--- src/rtl/dserf_queue.sv ---
module dserf_queue #(
    parameter int WIDTH = 8
) (
    input  logic             clk,
    input  logic             rst_n,
    input  logic             push,
    input  logic [WIDTH-1:0] push_data,
    output logic             full,
    input  logic             pop,
    output logic             valid,
    output logic [WIDTH-1:0] pop_data
);
    logic [WIDTH-1:0] slot_reg [2];
    logic             wr_ptr_reg;
    logic             rd_ptr_reg;
    logic [1:0]       count_reg;

    assign full     = (count_reg == 2'd2);
    assign valid    = (count_reg != 2'd0);
    assign pop_data = slot_reg[rd_ptr_reg];

    always_ff @(posedge clk)
    begin
        if (push && !full)
        begin
            slot_reg[wr_ptr_reg] <= push_data;
        end
    end

    always_ff @(posedge clk or negedge rst_n)
    begin
        if (!rst_n)
        begin
            wr_ptr_reg <= 1'b0;
            rd_ptr_reg <= 1'b0;
            count_reg  <= 2'd0;
        end
        else
        begin
            if (push && !full)
            begin
                wr_ptr_reg <= ~wr_ptr_reg;
            end
            if (pop && valid)
            begin
                rd_ptr_reg <= ~rd_ptr_reg;
            end
            count_reg <= count_reg + 2'((push && !full) ? 1 : 0) - 2'((pop && valid) ? 1 : 0);
        end
    end
endmodule

--- config.mk ---
export PLATFORM = sky130hd
export DESIGN_NAME = dserf_queue
export DESIGN_NICKNAME = d
export VERILOG_FILES = /design/src/rtl/dserf_queue.sv
export SDC_FILE = /design/constraint.sdc
export NUM_CORES = 1
export LEC_CHECK = 0
export BUFFER_PORTS_ARGS = -buffer_cell sky130_fd_sc_hd__clkbuf_2
export CAP_MARGIN = 20
export CORE_MARGIN = 4
export CORE_UTILIZATION = 52
export CTS_BUF_LIST = sky130_fd_sc_hd__clkbuf_8
export DETAILED_ROUTE_END_ITERATION = 10
export PLACE_DENSITY = 0.8
export SETUP_SLACK_MARGIN = 0.1
export SLEW_MARGIN = 20
export SYNTH_ARGS = -nofsm -noshare
export SYNTH_HDL_FRONTEND = slang
export SYNTH_SLANG_ARGS = --single-unit
--- constraint.sdc ---
create_clock -name clk -period 2.3 [get_ports clk]
set_input_delay 0 -clock clk [delete_from_list [all_inputs] [get_ports clk]]
set_output_delay 0 -clock clk [all_outputs]
set_load 0.1 [all_outputs]
# [Word-level counts from Yosys, hierarchy flattened]
# Memories as Yosys holds them, arrays and structs flattened.
# Index checks and enable logic that the tools add are counted.
[word_totals] output_inout_bits=10 ram_bits=16 latchBits=0 memories=1 romBits=0 reg_bits=4
[memory_table] name="slot_reg" depth=2 word_bits=8 read_ports=1 rd_clocked_by_memory_dff=0 write_ports=1 line="13" rtl="logic [WIDTH-1:0] slot_reg [2];"
[classes] n_eq_ne=1 reduce_logical=4 magnitude_cmp=0 div_mod_pow=0 shift=0 bitwise_logic=2 n_addsub=2 muxes=4 n_mul=0
[op_table] cell="$mux W1" n=4
[op_table] cell="$add A2 B1 Y2" n=1
[op_table] cell="$eq A2 B2 Y1 const B" n=1
[op_table] cell="$logic_and A1 B1 Y1" n=2
[op_table] cell="$not A1 Y1" n=2
[op_table] cell="$reduce_bool A2 Y1" n=1
[op_table] cell="$sub A2 B1 Y2" n=1
[op_table] cell="$logic_not A1 Y1" n=1

# [Depth between registers and ports, before layout]
[depth] word_depth=6 mapped_depth=7 ltp_nobuf=7

# [Least setup slack after synthesis]
# Ideal clock, no wire load.
[synth_timing] path_kind="register to register" from="register count_reg[1]" to="register count_reg[1]" path_slack_ns=0.497 setup_ns=0.123 n_path_buf=0 t_arrival_ns=1.681 stages_incl_launch_ff=8 period_less_slack_ns=1.803 cell_sequence="dfrtp_1 -> or2_4 -> and2_4 -> ha_1 -> inv_1 -> ha_1 -> xnor2_1 -> xnor2_1"
[synth_between] elab_cells_between_ends=9
[synth_lines] element="start, declared" line="16" rtl="logic [1:0] count_reg;"
[synth_lines] element="start signal, assigned" line="48" rtl="count_reg <= count_reg + 2'((push && !full) ? 1 : 0) - 2'((pop && valid) ? 1 : 0);"
[synth_lines] element="$reduce_bool A2 Y1" line="19" rtl="assign valid = (count_reg != 2'd0);"
[synth_lines] element="named net valid" line="10" rtl="output logic valid,"
[synth_lines] element="$logic_and A1 B1 Y1" line="48"
[synth_lines] element="$mux W1" line="48"
[synth_lines] element="$sub A2 B1 Y2" line="48"
# The timed path passes the listed nets, and every way through them passes these cells.
# A chain may end at the register's enable or synchronous reset.

# [Worst setup path in the final report]
[layout_timing] from="register count_reg[1]" to="register count_reg[1]"
[layout_between] elab_chain_len=6 elab_cells_between_ends=9
[layout_lines] element="$eq A2 B2 Y1" line="18" rtl="assign full = (count_reg == 2'd2);"
[layout_lines] element="$logic_not A1 Y1" line="48"
[layout_lines] element="$logic_and A1 B1 Y1" line="48"
[layout_lines] element="$mux W1" line="48"
[layout_lines] element="$add A2 B1 Y2" line="48"
[layout_lines] element="$sub A2 B1 Y2 *" line="48"
# Mark *: on every way between the ends. The rest lies on a longest branch, timed or not.

==> impl_results.md <==
* Synth Register Bits at 20
* Largest register FFs at 16
* Nets at slightly above 90
* Period minus WS final at 1.697 ns
* RD Place Congestion at 0.7420
* Asr flop ratio synth at 0.2000
* Maximum clock path buffer count at 2
* # IOs at 22
* Fillcell total at between 80 and 90
* Synth area leaders: edfxtp_1 (62%), dfrtp_1 (13%), mux2_2 (12%), xnor2_1 (3.4%), ha_1 (3.2%)
* Crit-path leading delay family: adder cells
* Pins Over Slew Limit at 0
* Vias at 457
* Antenna cells at 0
* DRC Markers at 0
* Setup-failing EPs final at 0
* Setup crit start kind: flop
* Yosys cell types at 14
* Die footprint at 2186 sq um
* Worst stage delay on the critical path at 0.40 ns
* Synth area leader: edfxtp_1
* Critical-path top delay cell: dfrtp_1
* First-pass GRT wire length at just under 2000 um
* GRT overflow at 0
* Post-CTS Setup Inserts at 0
* Final worst setup slack at 0.6028 ns
* Clk Tree Root Cell: clkbuf_8
* Average size of a mapped cell at about 18 sq um
* H-Tree Depth at 1
* Worst rel slew slack at 0.5566
* RSZ-0062 raised after global routing: false
* Dpl ws at around 0.60 ns
* Post-synthesis net count at 57
* Clock latency on the worst-skew pair at roughly 0.25 ns
* # clock sinks at 20
* GR Util All Layers at 0.1401
* MaxCap Viol Count at 0
* Dominant synthesized flop cell: edfxtp_1
* Hpwl dp at between 800 and 900 um
* Pin count of the biggest net entering global routing at 12
* Hold buffer count at cts at 9
* Slew @ Worst Pin at 0.6626 ns
* Post-DRT Antenna Nets at 0
* Row count at 13
* Critical path cell sequence: or2_4, and2_4, ha_1, inv_1, ha_1, xnor2_1, xnor2_1
* Post-CTS resize count at 0
* Crit end category: flop
* Max Clk Rate at 589.2 MHz
* WS Path Type: reg2reg
* Worst hold path type: in2reg
* Die extent in x at about 47 um
* Vias in the first global route at 438
* Status: completed
* Critical Path AT at roughly 1.9 ns
* Port Buffers at 21
* CP max FO at 3
* Drt total wl at 1279 um
* Vias per inst at around 5.0
* Setup TNS at 0 ns
* Mapped cell area at 780.7 sq um
* Layout cells sized above 1 at 0.4605
* Clock Skew at roughly 0.0047 ns
* Sequential cell area fraction in the yosys report at 0.7436
* Die H at about 47 um
* Area fraction of the dominant cell type after synthesis at 0.6154
* Layout area overhead at 33.81%
* Worst Path Required at 2.48 ns
* Clk slew on worst S/H paths at about 0.07 ns
* Buf/Inv on CP at 1
* WL per Instance at 14.05 um
* Gate Count Post-Synth at 43
* Core footprint at between 1000 and 1500 sq um
* Final Hold Fails at 0
* Initial DRC Count at 5
* DRT Pass-1 Iters at 4
* Initial antenna violation count at 0
* CTS tree: yes
* Tcrit/Tclk final at 0.7379
* Post-synth EDFFs at 16
* Total number of yosys warnings at 0
* TritonCTS buffer count at 3
* Initial Utilization at 0.5783
-- metal layers --
layer	wire [um]	up-vias	global-route usage
met2	641	14	0.2198
met4	32	0	0.09945
met5	0	-	0
li1	-	221	-
met1	522	217	0.1620
met3	83	5	0.04598
-- Yosys cell counts, drive strengths merged (2+ instances only) --
master and n:
mux2 8, xnor2 3, edfxtp 16, inv 2, ha 2, dfrtp 4
-- area by class of cell --
| cell class | count | area, sq um | share of cell area |
|---|---|---|---|
| multi-input combinational | 20 | 187.7 | 0.1796 |
| inverter | 2 | 7.507 | 0.007186 |
| clock buffer | 4 | 55.05 | 0.05269 |
| sequential | 20 | 580.6 | 0.5557 |
| timing repair buffer | 30 | 195.2 | 0.1868 |
| tap | 15 | 18.77 | 0.01796 |
-- final timing paths --
path                         startpoint      endpoint  slack, ns  depth (start not counted)
setup / recovery           count_reg[1]  count_reg[1]       0.60                          7
hold reg to reg              wr_ptr_reg    wr_ptr_reg       0.53                          1
setup reg to reg           count_reg[1]  count_reg[1]       0.60                          7
max in group asynchronous         rst_n    rd_ptr_reg       2.07                          2
min in group asynchronous         rst_n    wr_ptr_reg       0.11                          2
hold / removal                      pop    rd_ptr_reg       0.06                          3
-- tightest hold or removal path, stage by stage --
cell and delay (ns):
clkbuf_2 0.08, and2_4 0.14, xor2_1 0.06
-- metrics by stage --
stage,util,std cells,hold slack [ns],instance area (sq um)
3_5_place_dp,0.6664,78,-0.1871,899.6
4_1_cts,0.7739,91,0.04853,1045
6_report,0.7739,91,0.05982,1045
2_1_floorplan,-,43,-0.2956,780.7
3_3_place_gp,0.6664,78,-0.1863,899.6
5_1_grt,0.7739,91,0.06555,1045
-- layout by cell type, fill, tap and decap left out, drive strengths merged --
cell / n
clkbuf: 25
edfxtp: 16
dlygate4sd3: 9
mux2: 8
dfrtp: 4
xnor2: 3
inv: 2
ha: 2
or2: 1
and2: 1
nand2b: 1
nand2: 1
and3: 1
nor2: 1
xor2: 1
-- logic make-up (layout without fill, tap and decap cells) --
| group | Yosys count | in the layout | synth area share |
|---|---|---|---|
| buffers and inverters | 3 | 36 | 0.01602 |
| adder cells (fa/ha/maj) | 2 | 2 | 0.03205 |
| AND/OR/NAND/NOR | 6 | 6 | 0.04808 |
| flip-flops | 20 | 20 | 0.7436 |
| multiplexers | 8 | 8 | 0.1154 |
| XOR/XNOR | 4 | 4 | 0.04488 |
Power is not shown: default switching activity piles up to over one toggle a cycle in this logic, so the estimate is an artifact.
