**src/rtl/dserf_pkg.sv**
```systemverilog
package dserf_pkg;

    localparam int SAMPLE_W = 32;
    localparam int CFG_IDX_W = 3;
    localparam int CFG_DATA_W = 32;

    typedef enum logic [CFG_IDX_W-1:0] {
        CFG_RADIUS    = 3'd0,
        CFG_WIDTH     = 3'd1,
        CFG_HEIGHT    = 3'd2,
        CFG_NODATA    = 3'd3,
        CFG_NODATA_EN = 3'd4
    } cfg_idx_e;

    typedef struct packed {
        logic [4:0]                 erosion_radius;
        logic [10:0]                raster_width;
        logic [15:0]                raster_height;
        logic signed [SAMPLE_W-1:0] nodata_value;
        logic                       nodata_enable;
    } cfg_t;

    typedef enum logic [1:0] {
        F_IDLE,
        F_DECIDE,
        F_WRITE,
        F_FLUSH
    } front_state_t;

    typedef enum logic [1:0] {
        B_IDLE,
        B_SCAN,
        B_LAST
    } back_state_t;

    function automatic int unsigned eff_radius(input logic [4:0] r, input int unsigned maxr);
        if (r == 5'd0)
        begin
            return 1;
        end
        if (32'(r) > maxr)
        begin
            return maxr;
        end
        return 32'(r);
    endfunction

    function automatic int unsigned eff_width(input logic [10:0] w, input int unsigned maxc);
        if (w == 11'd0)
        begin
            return 1;
        end
        if (32'(w) > maxc)
        begin
            return maxc;
        end
        return 32'(w);
    endfunction

    function automatic logic [15:0] eff_height(input logic [15:0] h);
        return (h == 16'd0) ? 16'd1 : h;
    endfunction

    function automatic logic is_background(input logic signed [SAMPLE_W-1:0] v, input cfg_t c);
        return (v == '0) || (c.nodata_enable && (v == c.nodata_value));
    endfunction

endpackage

```
**src/rtl/dserf_out_if.sv**
```systemverilog
interface dserf_out_if;
    import dserf_pkg::*;
    logic                       valid;
    logic                       ready;
    logic signed [SAMPLE_W-1:0] out_value;
    logic                       frame_last;
    modport source (output valid, output out_value, output frame_last, input ready);
    modport sink (input valid, input out_value, input frame_last, output ready);
endinterface

```
**src/rtl/dserf_back.sv**
```systemverilog
module dserf_back
    import dserf_pkg::*;
#(
    parameter int MAX_RADIUS = 16,
    parameter int MAX_COLS = 1024,
    localparam int FLAG_ROWS = 2 * MAX_RADIUS + 1,
    localparam int FLAG_DEPTH = FLAG_ROWS * MAX_COLS,
    localparam int COL_W = $clog2(MAX_COLS),
    localparam int WID_W = $clog2(MAX_COLS + 1),
    localparam int RAD_W = $clog2(MAX_RADIUS + 1),
    localparam int FA_W = $clog2(FLAG_DEPTH),
    localparam int FR_W = $clog2(FLAG_ROWS),
    localparam int SW = RAD_W + 2
) (
    input  logic                       clk,
    input  logic                       rst_n,
    input  cfg_t                       cfg,
    input  logic                       q_valid,
    input  logic signed [SAMPLE_W-1:0] q_value,
    input  logic [15:0]                q_row,
    input  logic [COL_W-1:0]           q_col,
    input  logic [FR_W-1:0]            q_frow,
    output logic                       q_pop,
    output logic                       flag_re,
    output logic [FA_W-1:0]            flag_raddr,
    input  logic                       flag_rdata,
    output logic                       busy,
    dserf_out_if.source                pix_out
);
    back_state_t                state_reg, state_next;
    logic signed [SAMPLE_W-1:0] val_reg;
    logic                       last_reg;
    logic [RAD_W:0]             ix_reg, iy_reg;
    logic [FA_W-1:0]            base_reg;
    logic [COL_W-1:0]           scol_reg;
    logic [COL_W-1:0]           col0_reg;
    logic                       erode_reg;
    logic                       chk_reg;
    logic                       out_valid_reg;
    logic signed [SAMPLE_W-1:0] out_val_reg;
    logic                       out_last_reg;

    logic [RAD_W-1:0]           eff_r;
    logic [WID_W-1:0]           eff_w;
    logic [15:0]                eff_h;
    logic [31:0]                r32, w32, h32, hr32, hc32, t32;
    logic                       head_edge, head_last;
    logic [RAD_W:0]             two_r;
    logic signed [SW-1:0]       dx_s, dy_s;
    logic signed [2*SW-1:0]     dx_w, dy_w;
    logic [2*SW:0]              dist_sq, rad_sq;
    logic                       in_disk, erode_now;

    assign eff_r = RAD_W'(eff_radius(cfg.erosion_radius, MAX_RADIUS));
    assign eff_w = WID_W'(eff_width(cfg.raster_width, MAX_COLS));
    assign eff_h = eff_height(cfg.raster_height);
    assign r32   = 32'(eff_r);
    assign w32   = 32'(eff_w);
    assign h32   = 32'(eff_h);
    assign hr32  = 32'(q_row);
    assign hc32  = 32'(q_col);
    assign two_r = (RAD_W + 1)'({eff_r, 1'b0});

    assign head_edge = (hc32 < r32) || (hc32 + r32 >= w32) || (hr32 < r32)
                       || (hr32 + r32 >= h32);
    assign head_last = (hr32 + 32'd1 == h32) && (hc32 + 32'd1 == w32);

    always_comb
    begin
        t32 = 32'(q_frow) + 32'(FLAG_ROWS) - r32;
        if (t32 >= 32'(FLAG_ROWS))
        begin
            t32 = t32 - 32'(FLAG_ROWS);
        end
    end

    assign dx_s    = $signed({1'b0, ix_reg}) - $signed({2'b00, eff_r});
    assign dy_s    = $signed({1'b0, iy_reg}) - $signed({2'b00, eff_r});
    assign dx_w    = dx_s;
    assign dy_w    = dy_s;
    assign dist_sq = (2 * SW + 1)'($unsigned(dx_w * dx_w)) + (2 * SW + 1)'($unsigned(dy_w * dy_w));
    assign rad_sq  = (2 * SW + 1)'(eff_r) * (2 * SW + 1)'(eff_r);
    assign in_disk = (dist_sq <= rad_sq);
    assign erode_now = erode_reg || (chk_reg && flag_rdata);

    assign q_pop      = (state_reg == B_IDLE) && q_valid && !out_valid_reg;
    assign flag_re    = (state_reg == B_SCAN);
    assign flag_raddr = base_reg + FA_W'(scol_reg);
    assign busy       = (state_reg != B_IDLE);

    assign pix_out.valid      = out_valid_reg;
    assign pix_out.out_value  = out_val_reg;
    assign pix_out.frame_last = out_last_reg;

    always_comb
    begin
        state_next = state_reg;
        case (state_reg)
            B_IDLE:
            begin
                if (q_pop && !is_background(q_value, cfg) && !head_edge)
                begin
                    state_next = B_SCAN;
                end
            end
            B_SCAN:
            begin
                if ((ix_reg == two_r) && (iy_reg == two_r))
                begin
                    state_next = B_LAST;
                end
            end
            B_LAST:
            begin
                state_next = B_IDLE;
            end
            default:
            begin
                state_next = B_IDLE;
            end
        endcase
    end

    always_ff @(posedge clk)
    begin
        case (state_reg)
            B_IDLE:
            begin
                if (q_pop)
                begin
                    val_reg   <= q_value;
                    last_reg  <= head_last;
                    ix_reg    <= '0;
                    iy_reg    <= '0;
                    base_reg  <= FA_W'(t32 * 32'(MAX_COLS));
                    scol_reg  <= COL_W'(hc32 - r32);
                    col0_reg  <= COL_W'(hc32 - r32);
                    erode_reg <= 1'b0;
                    chk_reg   <= 1'b0;
                    out_last_reg <= head_last;
                    out_val_reg  <= (is_background(q_value, cfg)) ? q_value
                                    : (head_edge ? '0 : q_value);
                end
            end
            B_SCAN:
            begin
                erode_reg <= erode_now;
                chk_reg   <= in_disk;
                if (ix_reg == two_r)
                begin
                    ix_reg   <= '0;
                    iy_reg   <= iy_reg + 1'b1;
                    scol_reg <= col0_reg;
                    base_reg <= (base_reg == FA_W'(FLAG_DEPTH - MAX_COLS)) ? '0
                                : base_reg + FA_W'(MAX_COLS);
                end
                else
                begin
                    ix_reg   <= ix_reg + 1'b1;
                    scol_reg <= scol_reg + 1'b1;
                end
            end
            B_LAST:
            begin
                out_val_reg  <= erode_now ? '0 : val_reg;
                out_last_reg <= last_reg;
            end
            default:
            begin
            end
        endcase
    end

    always_ff @(posedge clk or negedge rst_n)
    begin
        if (!rst_n)
        begin
            state_reg     <= B_IDLE;
            out_valid_reg <= 1'b0;
        end
        else
        begin
            state_reg <= state_next;
            if (pix_out.valid && pix_out.ready)
            begin
                out_valid_reg <= 1'b0;
            end
            if ((q_pop && (state_next == B_IDLE)) || (state_reg == B_LAST))
            begin
                out_valid_reg <= 1'b1;
            end
        end
    end
endmodule

```
**src/flat_wrapper.sv**
```systemverilog
// flat-port wrapper written by rule: the top's interface ports become plain ports
module dserf_back_flat import dserf_pkg::*;
#(
    parameter int MAX_RADIUS = 16,
    parameter int MAX_COLS = 1024,
    localparam int FLAG_ROWS = 2 * MAX_RADIUS + 1,
    localparam int FLAG_DEPTH = FLAG_ROWS * MAX_COLS,
    localparam int COL_W = $clog2(MAX_COLS),
    localparam int WID_W = $clog2(MAX_COLS + 1),
    localparam int RAD_W = $clog2(MAX_RADIUS + 1),
    localparam int FA_W = $clog2(FLAG_DEPTH),
    localparam int FR_W = $clog2(FLAG_ROWS),
    localparam int SW = RAD_W + 2
)
  (clk, rst_n, cfg, q_valid, q_value, q_row, q_col, q_frow, q_pop, flag_re, flag_raddr, flag_rdata, busy, pix_out_valid, pix_out_out_value, pix_out_frame_last, pix_out_ready);
  dserf_out_if pix_out_i ();
  input  logic clk;
  input  logic rst_n;
  input  cfg_t cfg;
  input  logic q_valid;
  input  logic signed [SAMPLE_W-1:0] q_value;
  input  logic [15:0] q_row;
  input  logic [COL_W-1:0] q_col;
  input  logic [FR_W-1:0] q_frow;
  output logic q_pop;
  output logic flag_re;
  output logic [FA_W-1:0] flag_raddr;
  input  logic flag_rdata;
  output logic busy;
  output wire logic [$bits(pix_out_i.valid)-1:0] pix_out_valid;
  output wire logic [$bits(pix_out_i.out_value)-1:0] pix_out_out_value;
  output wire logic [$bits(pix_out_i.frame_last)-1:0] pix_out_frame_last;
  input wire logic [$bits(pix_out_i.ready)-1:0] pix_out_ready;
  assign pix_out_valid = pix_out_i.valid;
  assign pix_out_out_value = pix_out_i.out_value;
  assign pix_out_frame_last = pix_out_i.frame_last;
  assign pix_out_i.ready = pix_out_ready;
  dserf_back #(.MAX_RADIUS(MAX_RADIUS), .MAX_COLS(MAX_COLS)) u_core (.clk(clk), .rst_n(rst_n), .cfg(cfg), .q_valid(q_valid), .q_value(q_value), .q_row(q_row), .q_col(q_col), .q_frow(q_frow), .q_pop(q_pop), .flag_re(flag_re), .flag_raddr(flag_raddr), .flag_rdata(flag_rdata), .busy(busy), .pix_out(pix_out_i));
endmodule
```
**config.mk**
```make
export PLATFORM = sky130hd
export DESIGN_NAME = dserf_back_flat
export DESIGN_NICKNAME = d
export VERILOG_FILES = /design/src/rtl/dserf_pkg.sv /design/src/rtl/dserf_out_if.sv /design/src/rtl/dserf_back.sv /design/src/flat_wrapper.sv
export SDC_FILE = /design/constraint.sdc
export NUM_CORES = 1
export LEC_CHECK = 0
export ABC_AREA = 1
export BUFFER_PORTS_ARGS = -buffer_cell sky130_fd_sc_hd__buf_2
export CAP_MARGIN = 20
export CORE_MARGIN = 1.5
export CORE_UTILIZATION = 54
export CTS_CLUSTER_DIAMETER = 100
export CTS_CLUSTER_SIZE = 25
export DETAILED_ROUTE_END_ITERATION = 10
export MAX_ROUTING_LAYER = met4
export PLACE_DENSITY = 0.87
export SLEW_MARGIN = 0
export SYNTH_ARGS = -nofsm -noshare
export SYNTH_HDL_FRONTEND = slang
export SYNTH_SLANG_ARGS = --single-unit
```
**constraint.sdc**
```tcl
create_clock -name clk -period 5.9 [get_ports clk]
set_input_delay 1.18 -clock clk [delete_from_list [all_inputs] [get_ports clk]]
set_output_delay 1.18 -clock clk [all_outputs]
set_load 0.01 [all_outputs]
```
# --- After elaboration in Yosys (flattened, before gate mapping) ---
# Cells that the tools add are included.
totals:
  regBits: 119
  inputBits: 134
  output_inout_bits: 53
  elab_cells: 126
classes:
  addsub: 16
  multipliers: 3
  magnitude_cmp: 8
  eq_ne: 10
  n_mux: 43
  reduce_logical: 33
ops:
  columns: ["cell", "n"]
  rows:
  - ["2-to-1 mux 32 bit", 4]
  - ["2-to-1 mux 16 bit", 4]
  - ["one-hot mux 32 bit (2 select lines)", 1]
  - ["2-to-1 mux 11 bit", 3]
  - ["== test 32 x 11 -> 1 bit", 1]
  - ["== test 32 x 16 -> 1 bit", 1]
  - ["== test 32 bit", 1]
  - [">= comparator 32 x 11 -> 1 bit", 1]
  - [">= comparator 32 x 16 -> 1 bit", 1]
  - [">= comparator 32 x 6 -> 1 bit, second input constant", 1]
  - ["zero test 32 bit", 1]
  - ["one-hot mux 16 bit (2 select lines)", 1]
  - ["multiplier 7 x 7 -> 14 bit", 2]
  - ["2-to-1 mux 6 bit", 4]
  - ["one-hot mux 6 bit (2 select lines)", 2]
  - ["2-to-1 mux 10 bit", 2]
  - ["one-hot mux 10 bit (2 select lines)", 1]
  - ["adder 16 x 1 -> 17 bit, second input constant", 1]
  - ["adder 16 x 5 -> 17 bit", 1]
  - ["adder 16 x 10 -> 16 bit", 1]
  - ["adder 16 x 11 -> 16 bit, second input constant", 1]
  - ["== test 16 bit, second input constant", 1]
  - ["zero test 16 bit", 1]
  - ["less-than comparator 16 x 5 -> 1 bit", 1]
  - ["33 further kinds", 75]

# --- Logic depth before layout (Yosys ltp) ---
depth:
  ltp_word: 18
  depth_mapped: 44
  depth_no_buf: 44

# --- Worst setup path before layout ---
# OpenSTA, ideal clock, no wires.
synth_timing:
  path_kind: "input -> register"
  start: "in cfg[64] in the netlist's numbering"
  end: "reg u_core.chk_reg, data pin"
  setup_ns: 0.250
  arrival_ns: 7.588
  required_ns: 5.650
  setup_slack_ns: -1.938
  cell_stages: 40
  n_path_buf: 1
  cell_sequence: "buf_6 -> nor2_2 -> inv_1 -> fa_1 -> nand3_1 -> nand2_1 -> inv_1 -> nor2_1 -> inv_1 -> nand2_1 -> inv_1 -> nand2_1 -> xnor2_1 -> inv_1 -> ha_1 -> inv_1 -> fa_1 -> inv_1 -> [4 not listed] -> ha_1 -> inv_1 -> o31ai_1 -> xnor2_1 -> inv_1 -> ha_1 -> inv_1 -> o21bai_1 -> a21oi_1 -> xnor2_1 -> ha_1 -> nand2_1 -> inv_1 -> o21ai_0 -> a21boi_0 -> o22ai_1 -> nand2_1 -> nor2_1"
synth_via:
  elab_chain_len: 10
  elab_cells_between_ends: 17
  cone_classes: "3 x add/sub; 3 x mul; 2 x order compare; 8 x mux; 1 x reduce/logical"
synth_lines:
  columns: ["element", "line_no", "text"]
  rows:
  - ["start: declaration", "flat_wrapper.sv:19", "input cfg_t cfg;"]
  - ["> comparator 5 bit / zero test 5 bit (equally long branches)", "dserf_pkg.sv:41, dserf_pkg.sv:37", null]
  - ["2-to-1 mux 1 bit (on tied branches)", "dserf_pkg.sv:41, dserf_pkg.sv:37", null]
  - ["2-to-1 mux 1 bit / 2-to-1 mux 5 bit (equally long branches)", "dserf_pkg.sv:41", "if (32'(r) > maxr)"]
  - ["2-to-1 mux 5 bit", "dserf_pkg.sv:45", "return 32'(r);"]
  - ["2-to-1 mux 5 bit (*)", "dserf_pkg.sv:41", null]
  - ["subtractor 6 x 5 -> 7 bit (on tied branches)", "dserf_back.sv:77, dserf_back.sv:78", null]
  - ["multiplier 7 x 7 -> 14 bit", "dserf_back.sv:81", "assign dist_sq = (2 * SW + 1)'($unsigned(dx_w * dx_w)) + (2 * SW + 1)'($unsigned(dy_w * dy_w));"]
  - ["adder 14 x 14 -> 15 bit", "dserf_back.sv:81", null]
  - ["<= comparator 15 x 10 -> 1 bit (*)", "dserf_back.sv:83", "assign in_disk = (dist_sq <= rad_sq);"]
  - ["one-hot mux 1 bit (2 select lines) (*)", "dserf_back.sv:126", "case (state_reg)"]
  - ["end signal: assignment", "dserf_back.sv:148", "chk_reg <= in_disk;"]
  - ["end: declaration", "dserf_back.sv:38", "logic chk_reg;"]
# Mark *: on every way between the ends. The rest lies on a longest branch, timed or not. The select of a mux whose other input is x is not followed.
# A chain may end at the register's enable or synchronous reset.

# --- Worst setup path in the final report ---
layout_timing:
  start: "in cfg[63] in the netlist's numbering"
  end: "reg u_core.chk_reg, data pin"
# Same word-level chain as after synthesis.

==> flow_summary_export.csv <==
group,metric,value,unit
route,dr.pass1.iters,5,
die,die_height,162,um
sta,rsz0062_at_grt,"true",
synthesis,synthCells,1781,
global_route,grt_start_max_net_pins,37,
die,num_rows,58,
synthesis,async_reset_ff_share,2.75,%
sta,setup_violations,1,
critical_path,path_depth,45,
route,drt_iter0_drc,1174,
die,die_w,162,um
synthesis,synth_enable_flop_cells,106,
route,ant_nets,0,
clocking,cts_buffers,9,
clocking,hold_buffers,0,
sta,relSlewSlack,26.5,%
global_route,grt_pass1_vias,13300,
clocking,tritoncts,"built",
status,status,"complete, but fails checks",
placed_design,gp_congestion,0.985,
global_route,antenna_found_initial,4,
global_route,grt_usage,30.2,%
critical_path,r2r-start,"u_core.ix_reg[2]",
die,core-area,25000,um2
worst_hold_path,hold_path_depth,2,
global_route,overflow,0,
critical_path,crit_arrival,7.40,ns
final_layout,nNetsFinal,2521,
sta,hold_viol,0,
clocking,cts_root_buf,"clkbuf_16",
clocking,cts.sinks,109,
placed_design,numPortBuffers,186,
critical_path,required,6.03,ns
flow_run,max-cap-violations,0,
worst_hold_path,min_path_type,"reg2reg",
critical_path,cp_slowest_stage_delay,0.56,ns
sta,fmax,138,MHz
die,dieArea,26300,um2
sta,fin_tns_setup,-1.37,ns
synthesis,seq_area_frac_synth,23.8,%
critical_path,reg2reg_depth,33,
critical_path,crit_path_start,"cfg[63]",
final_layout,syn_to_final_growth,28.2,%
final_layout,final_cell_area,17600,um2
synthesis,synth_cell_types,53,
route,wire_per_inst,16.0,um
route,drt-total-wl,39900,um
sta,post-route-period-util,123,%
critical_path,path_buf_inv,15,
worst_hold_path,min_from,"u_core.col0_reg[6]",
placed_design,dpl.hpwl,30900,um
final_layout,drive_gt1_share,27.1,%
critical_path,crit_type,"in2reg",
route,routed_via_density,5.40,
sta,worst_pin_slew,1.10,ns
global_route,grt_pass1_wl,62500,um
sta,post-route-min-period,7.27,ns
critical_path,cp_max_fo,4,
sta,slew_violations,0,
clocking,clock_latency,0.36,ns
synthesis,ys_seq_elements,109,
route,vias,13400,
die,io_pins,187,
synthesis,ys_warn_count,0,
critical_path,cpMaxStageDelayCell,"fa_1",
synthesis,syn_avg_cell_area,7.69,um2
clocking,cts_buffer_depth,2,
critical_path,end_kind,"flip-flop",
synthesis,ys.flop_type,"edfxtp_1",
critical_path,cp-start-kind,"input port",
die,start_util,54.7,%
placed_design,placed_cell_area,16500,um2
synthesis,netlist_area,13700,um2
route,drc,0,
clocking,clkTransAtPathRegs,0.08,ns
sta,finClkSkew,0.00925,ns
final_layout,nFillCells,1803,
clocking,htreeDepth,3,
sta,setup_ws,-1.37,ns
status,violations,"negative setup slack",
critical_path,cpLargestDelayFamily,"adder cells",
[worst paths after layout]
path,endpoint,slack [ns]
setup / recovery,u_core.chk_reg,-1.37
hold / removal,u_core.scol_reg[6],0.53
setup reg to reg,u_core.chk_reg,-0.56
hold reg to reg,u_core.scol_reg[6],0.53
max in group asynchronous,u_core.state_reg[0],5.17
min in group asynchronous,u_core.state_reg[1],0.61
[tightest hold or removal path, delay by kind of cell, from the launching register on]
family,cells,cell delay [ns]
flip-flops,1,0.32
AND/OR/NAND/NOR,2,0.11
[layer usage]
layer	track usage (%)	routed length, um	vias up
li1	-	-	6497
met1	37.0	16200	6281
met2	51.0	19700	554
met3	3.52	2570	115
met4	12.2	1380	0
met5	-	0	-
[Yosys cell counts, drive strengths merged (3+ instances only)]
cell / n / area, um2
nor3: 19 / 100
clkbuf: 16 / 60.1
a21boi: 3 / 26.3
ha: 164 / 2050
nand2: 377 / 1450
xor2: 88 / 771
a31oi: 4 / 25.0
o31ai: 4 / 30.0
dfrtp: 3 / 75.1
xnor2: 38 / 333
inv: 329 / 1240
a21o: 4 / 30.0
nor2: 180 / 768
o2111ai: 5 / 43.8
nand4: 15 / 93.8
fa: 72 / 1440
o22ai: 9 / 56.3
buf: 10 / 83.8
nand3b: 3 / 22.5
o21ai: 79 / 433
o21bai: 8 / 60.1
nand3: 141 / 711
nor4: 11 / 68.8
edfxtp: 106 / 3180
or2: 7 / 43.8
a21oi: 72 / 360
a31o: 3 / 26.3
[per-stage QoR]
step / utilization [%] / instances / hold slack, ns / setup WS [ns]
floorplan: - / 1783 / 0.495 / -1.30
global placement: 65.8 / 2441 / 0.502 / -1.71
detailed placement: 65.8 / 2441 / 0.510 / -1.85
CTS: 68.3 / 2479 / 0.530 / -1.30
global route: 70.1 / 2490 / 0.560 / -1.66
finish: 70.1 / 2491 / 0.533 / -1.37
[cells by family after synthesis]
group	after synthesis	share of synthesized area (%)
buf+inv	355	10.1
fa+ha+maj	236	25.5
other cells	1	0.0274
compound gates	195	8.26
simple gates	758	24.1
flops	109	23.8
xor+xnor	127	8.23
[placed cells by master (no fill, tap or decap), types with 23 or more instances in the layout]
master	netlist	layout
edfxtp_1	106	106
o21ai_0	67	59
xor2_1	88	86
a21oi_1	72	59
inv_2	2	23
buf_4	1	192
nor2_1	168	150
ha_4	0	25
nand3_1	140	134
buf_2	4	184
inv_1	325	295
nand2_1	369	347
ha_1	164	138
fa_1	72	68
xnor2_1	38	35
[repair_timing]
item | CTS | global route
resized for setup | 33 | 83
gates cloned | 0 | 0
setup endpoints to repair | 1 | 1
pin swaps | 34 | 84
setup buffers | 22 | 7
endpoints found under the hold margin | 0 | 0
[cell type report]
cell class	count	area (um2)	area share [%]
inverter	329	1260	7.19
timing repair buffer	383	2470	14.1
clock inverter	7	80.1	0.456
clock buffer	9	225	1.28
antenna	5	12.5	0.0713
multi-input combinational	1319	9840	56.0
sequential	109	3260	18.6
tap	330	413	2.35
Power is not shown: default switching activity piles up to over one toggle a cycle in this logic, so the estimate is an artifact.
